File: src/gcb_pkg.sv
// Types and constants of the gammatone complex band-pass block
package gcb_pkg;

	localparam int CFG_IDX_W  = 2;
	localparam int CFG_DATA_W = 32;

	localparam logic [CFG_IDX_W-1:0] CFG_POLE_REAL   = 2'd0;
	localparam logic [CFG_IDX_W-1:0] CFG_POLE_IMAG   = 2'd1;
	localparam logic [CFG_IDX_W-1:0] CFG_OUTPUT_GAIN = 2'd2;

	localparam int COEF_W = 18;
	localparam int GAIN_W = 32;
	// multiplier operand width: 32-bit chunk plus sign
	localparam int OPND_W = 33;

	typedef struct packed {
		logic signed [15:0] sample;
		logic               block_end;
	} in_item_t;

	typedef struct packed {
		logic signed [15:0] filtered;
		logic               clipped;
		logic               block_end_out;
	} out_item_t;

	typedef enum logic [2:0] {
		ST_IDLE,
		ST_MUL,
		ST_DRAIN,
		ST_FIN,
		ST_GMUL,
		ST_GDRAIN,
		ST_RES
	} gcb_state_t;

	typedef struct packed {
		logic load;     // capture input beat
		logic mul;      // issue one partial product per lane
		logic hi;       // upper 32-bit chunk of the state word
		logic pole_im;  // second product pair (imaginary pole part)
		logic gain;     // output gain pass
		logic acc_clr;  // preload accumulators with rounding half
		logic fin;      // round, add, saturate and store section result
		logic res_wr;   // load output register
	} gcb_cmd_t;

endpackage

File: src/gcb_ctrl.sv
// Sequencer: walks the sections and the output gain pass, owns output valid
module gcb_ctrl #(
	parameter int SECTIONS = 4,
	parameter int SEC_W    = 2
) (
	input  logic           clk,
	input  logic           arst_n,
	input  logic           in_valid,
	output logic           in_stall,
	output logic           out_valid,
	input  logic           out_stall,
	output gcb_pkg::gcb_cmd_t cmd,
	output logic [SEC_W-1:0] sec
);
	import gcb_pkg::*;

	gcb_state_t       state_q, state_d;
	logic [1:0]       step_q;
	logic [SEC_W-1:0] sec_q;
	logic             out_vld_q;
	logic             last_sec;

	assign last_sec  = (sec_q == SEC_W'(SECTIONS - 1));
	assign in_stall  = (state_q != ST_IDLE);
	assign out_valid = out_vld_q;
	assign sec       = sec_q;

	always_ff @(posedge clk or negedge arst_n) begin
		if (!arst_n) begin
			state_q <= ST_IDLE;
		end else begin
			state_q <= state_d;
		end
	end

	always_comb begin
		state_d = state_q;
		cmd     = '0;
		unique case (state_q)
			ST_IDLE: begin
				if (in_valid) begin
					cmd.load = 1'b1;
					state_d  = ST_MUL;
				end
			end
			ST_MUL: begin
				cmd.mul     = 1'b1;
				cmd.hi      = step_q[0];
				cmd.pole_im = step_q[1];
				cmd.acc_clr = (step_q == 2'd0);
				if (step_q == 2'd3) begin
					state_d = ST_DRAIN;
				end
			end
			ST_DRAIN: begin
				state_d = ST_FIN;
			end
			ST_FIN: begin
				cmd.fin = 1'b1;
				state_d = last_sec ? ST_GMUL : ST_MUL;
			end
			ST_GMUL: begin
				cmd.mul     = 1'b1;
				cmd.gain    = 1'b1;
				cmd.hi      = step_q[0];
				cmd.acc_clr = (step_q == 2'd0);
				if (step_q == 2'd1) begin
					state_d = ST_GDRAIN;
				end
			end
			ST_GDRAIN: begin
				state_d = ST_RES;
			end
			ST_RES: begin
				// output register free, or its beat leaves this edge
				if (!out_vld_q || !out_stall) begin
					cmd.res_wr = 1'b1;
					state_d    = ST_IDLE;
				end
			end
			default: begin
				state_d = ST_IDLE;
			end
		endcase
	end

	always_ff @(posedge clk or negedge arst_n) begin
		if (!arst_n) begin
			step_q <= '0;
			sec_q  <= '0;
		end else begin
			if (cmd.load) begin
				sec_q <= '0;
			end else if (cmd.fin && !last_sec) begin
				sec_q <= sec_q + SEC_W'(1);
			end
			if (cmd.mul && state_d == state_q) begin
				step_q <= step_q + 2'd1;
			end else begin
				step_q <= '0;
			end
		end
	end

	always_ff @(posedge clk or negedge arst_n) begin
		if (!arst_n) begin
			out_vld_q <= 1'b0;
		end else if (cmd.res_wr) begin
			out_vld_q <= 1'b1;
		end else if (!out_stall) begin
			out_vld_q <= 1'b0;
		end
	end

endmodule

File: config.mk
export PLATFORM = sky130hd
export DESIGN_NAME = gcb_ctrl
export DESIGN_NICKNAME = d
export VERILOG_FILES = /design/src/gcb_pkg.sv /design/src/gcb_ctrl.sv
export SDC_FILE = /design/constraint.sdc
export NUM_CORES = 1
export LEC_CHECK = 0
export BUFFER_PORTS_ARGS = -buffer_cell sky130_fd_sc_hd__buf_2
export CAP_MARGIN = 5
export CORE_MARGIN = 5
export CORE_UTILIZATION = 30
export CTS_BUF_LIST = sky130_fd_sc_hd__clkbuf_4
export DETAILED_ROUTE_END_ITERATION = 8
export GPL_TIMING_DRIVEN = 1
export SLEW_MARGIN = 10
export SYNTH_ARGS = -nofsm -noshare
export SYNTH_HDL_FRONTEND = slang
export SYNTH_SLANG_ARGS = --single-unit
File: constraint.sdc
create_clock -name clk -period 2.1 [get_ports clk]
set_clock_uncertainty 0.15 [all_clocks]
set_input_delay 0.21 -clock clk [delete_from_list [all_inputs] [get_ports clk]]
set_output_delay 0.21 -clock clk [all_outputs]
set_load 0.02 [all_outputs]
### After elaboration in Yosys (flattened, before gate mapping)

Index checks and enable logic that the tools add are counted.

| storage, ports and cells | value |
|---|---|
| register bits | 8 |
| input port bits | 4 |
| output and inout bits | 12 |
| logic and storage cells | 48 |

| cells by class | value |
|---|---|
| add/subtract/negate cells | 2 |
| equality and inequality tests | 11 |
| multiplexer cells | 20 |
| reduce and logical (&&, ||, !) cells | 11 |

Operators by type and width:

| operator | number |
|---|---|
| $pmux 3 s7 | 1 |
| $mux 3 | 5 |
| $mux 1 | 10 |
| $eq 3x3->1 const B | 3 |
| $mux 2 | 4 |
| $eq 3x2->1 const B | 2 |
| $add 2x1->2 const B | 2 |
| $eq 2x2->1 const B | 2 |
| $eq 3x1->1 const B | 1 |
| $eq 3x3->1 | 1 |
| $logic_not 1->1 | 3 |
| $logic_not 3->1 | 1 |
| $reduce_bool 3->1 | 1 |
| $eq 2x1->1 const B | 1 |
| $logic_and 1x1->1 | 2 |
| $logic_not 2->1 | 1 |
| $ne 2x1->1 const B | 1 |
| $reduce_bool 2->1 | 1 |
| $reduce_or 2->1 | 1 |
| $logic_or 1x1->1 | 1 |

### Longest topological paths before layout

| logic depth | value |
|---|---|
| depth in word-level cells | 7 |
| mapped depth | 4 |
| gate-level depth less buffers | 4 |

### Worst setup path after synthesis

No wires, ideal clock.

| timing path | value |
|---|---|
| path type | register -> output |
| start point | register state_q[0] |
| end point | output port cmd[2] (netlist bit) |
| arrival | 1.386 ns |
| required time | 1.740 ns |
| slack | 0.354 ns |
| stages on the path, launching flop included | 5 |
| buffers on the path | 1 |
| path through | dfrtp_1 -> buf_4 -> nand2b_1 -> a21oi_1 -> and2_1 |

RTL lines:

| element | line | source |
|---|---|---|
| start, declared | gcb_ctrl.sv:17 | `gcb_state_t state_q, state_d;` |
| start signal, assigned | gcb_ctrl.sv:32 | `state_q <= state_d;` |
| end, declared | gcb_ctrl.sv:12 | `output gcb_pkg::gcb_cmd_t cmd,` |

==> summary.md <==
| Metric | Value |
|---|---|
| Outcome | completed |
| Min Clock Period, post-route | approximately 1.9 ns |
| Sequential element share of the synthesized area | about two fifths |
| RR Endpoint | sec[0]$_DFFE_PN0P_ |
| Placer congestion estimate | ~0.76 |
| ANT cells | 0 |
| Share of layout cells above drive strength 1 | 31.82% |
| Syn Nets | a little under 60 |
| Commonest non-fill, non-tap cell in the layout | buf_2 |
| Yosys top cell by area | dfrtp_1 |
| Hold Crit Class | input port to flop |
| Post-route ant nets | 0 |
| Number of core rows | 14 |
| CTS Buf Count | 3 |
| R2r startpoint | sec[0]$_DFFE_PN0P_ |
| Max cap viols | 0 |
| Nets | 76 |
| Setup TNS Final | 0 ns |
| Mean Syn Cell Area | around 10 sq um |
| Vias in the first global route | about 360 |
| Worst hold path depth | 3 |
| Final Hold Viols | 0 |
| Core Util, Final | about two fifths |
| Post-DP HPWL | just under 800 microns |
| First-pass GRT wire length | 1573 microns |
| Synth cell types | 25 |
| Core footprint | between 1500 and 2000 sq um |
| Starting density of the core | 32.50% |
| Die height | 51.10 microns |
| Setup Crit Path Kind | flop to output port |
| Pin count of the biggest net entering global routing | 14 |
| Maximum fanout along the worst path | 10 |
| Synth top area cells | dfrtp_1, ha_1, nor4b_4, nand2b_1, a22o_1 |
| Vias per inst | ~5 |
| Worst EP arrival | approximately 1.5 ns |
| GRT Residual Overflow | 0 |
| Routed via count | around 410 |
| Critical path required time | between 1.5 and 2 ns |
| IO Count | 16 |
| Clk buf depth | 2 |
| Post-synthesis cell area | slightly above 500 sq um |
| Initial antenna violation count | 0 |
| CTS clk-pin slew, worst paths | ~0.06 ns |
| Die area | ~2600 sq um |
| Power consumption | 863.7 uW |
| Root buffer cell | clkbuf_4 |
| Final setup violation count | 0 |
| Chip width | about 51 microns |
| Routed WL per cell | approximately 12 microns |
| CTS tree | built |
| Clk_lat worst skew | 0.26 ns |
| Synthesis-to-finish area growth | 20.49% |
| FF-to-FF path depth | 4 |
| Peak supply drop | just over 500 uV |
| Synth top area share | 39.51% |
| Commonest cells after routing, fill and taps aside | buf_2, dfrtp_1, nor2_1, ha_1 |
| WHS Endpoint | out_valid$_DFFE_PN0P_ |
| H-tree levels | 1 |
| RSZ-0062 raised after global routing | no |
| Clk sinks | 8 |
| Max Clk Rate | between 500 and 600 MHz |
| Drc violations | 0 |
| Critical Path End Type | output port |
| CP Launch Type | flop |
| Slew Viols, Final | 0 |
| Tcrit/Tclk final | about 90% |
| Pwr Density | 1415 nW/um^2 |
| Drt first pass iters | 4 |
| Final wirelength | 1015 microns |
| Drt initial violations | 5 |
| Min-delay src | out_stall |
| Yosys reg bits | 8 |
| Worst setup startpoint | state_q[2]$_DFF_PN0_ |
| Post_cts resized | 0 |
| Leak pwr | 0.3248 nW |
| Mapped Cells | 50 |
| Total GRT Usage | under 10% |
| Tightest Pin Transition | between 0.4 and 0.5 ns |
| Port Buffers | 15 |
| Setup slack, reg-to-reg | around 0.55 ns |
| Worst slew margin | about 72% |
| Ys Warns | 0 |
==> metal layers <==
layer	global-route usage (%)	vias to the layer above	part of all wire, %
met3	5.523	2	7.3
li1	-	208	-
met4	2.691	0	1.5
met5	0	-	0
met1	10.36	189	48
met2	12.23	13	43
==> worst max-delay path by stage <==
stage	end	slack, ns	cells after the start
finish	cmd[2]	0.24	4
global route	cmd[0]	0.13	4
CTS	cmd[2]	0.23	4
detailed placement	cmd[2]	0.50	4
global placement	cmd[2]	0.52	4
floorplan	cmd[2]	0.35	4
==> state kept, by name, summed over array words and instances (netlist names) <==
register,count
state_q,3
out_valid,1
sec,2
step_q,2
==> where the power goes <==
group	switching, mW	internal (mW)
logic	0.255	0.201
registers	0.0878	0.202
clock network	0.0526	0.0654
total	0.396	0.468
==> worst max-delay path, stage by stage (launching register included) <==
cell and delay [ns]:
dfrtp_1 0.48, nand2b_1 0.25, a21oi_1 0.22, and2_1 0.15, buf_2 0.15
==> Yosys cell counts (all sizes together) <==
library cell	n
or2	1
o211ai	1
o21ai	1
nor3	2
o22a	1
a21o	1
nand2b	3
buf	3
ha	4
inv	3
and4bb	1
a22o	2
and2	2
nand2	3
mux2	1
a21boi	1
a21oi	3
nor2	5
or3	1
nor3b	2
nor4b	1
dfrtp	8
==> per-stage QoR <==
| step | hold slack (ns) | setup slack [ns] | area, sq um | instances |
|---|---|---|---|---|
| after floorplan | -0.2356 | 0.3542 | 506.7 | 50 |
| after global placement | -0.08417 | 0.5200 | 578.1 | 78 |
| after detailed placement | -0.08359 | 0.5040 | 578.1 | 78 |
| after CTS | 0.06623 | 0.2331 | 610.6 | 82 |
| after global routing | 0.07384 | 0.1310 | 610.6 | 82 |
| final | 0.06912 | 0.2419 | 610.6 | 82 |
==> cells by family after synthesis <==
kind of cell | after synthesis | share of synthesized area (%)
adders and majority gates | 4 | 9.877
DFF | 8 | 39.51
muxes | 1 | 2.962
AOI/OAI and AO/OA | 10 | 13.58
buffers and inverters | 6 | 6.913
and+or+nand+nor | 21 | 27.16
==> repair_timing <==
action / CTS / global route
hold endpoints to repair: 8 / 0
setup buffers: 0 / 0
hold buffers: 1 / 0
==> layout make-up <==
cell class	instances	area [sq um]
flip-flops and latches	8	200.2
repair buffers	16	85.08
multi-input cells	36	271.5
fillers	151	948.4
clock buffers	3	22.52
inverters	3	11.26
well taps	16	20.02
Note: power is estimated with default switching activity, not from simulation.
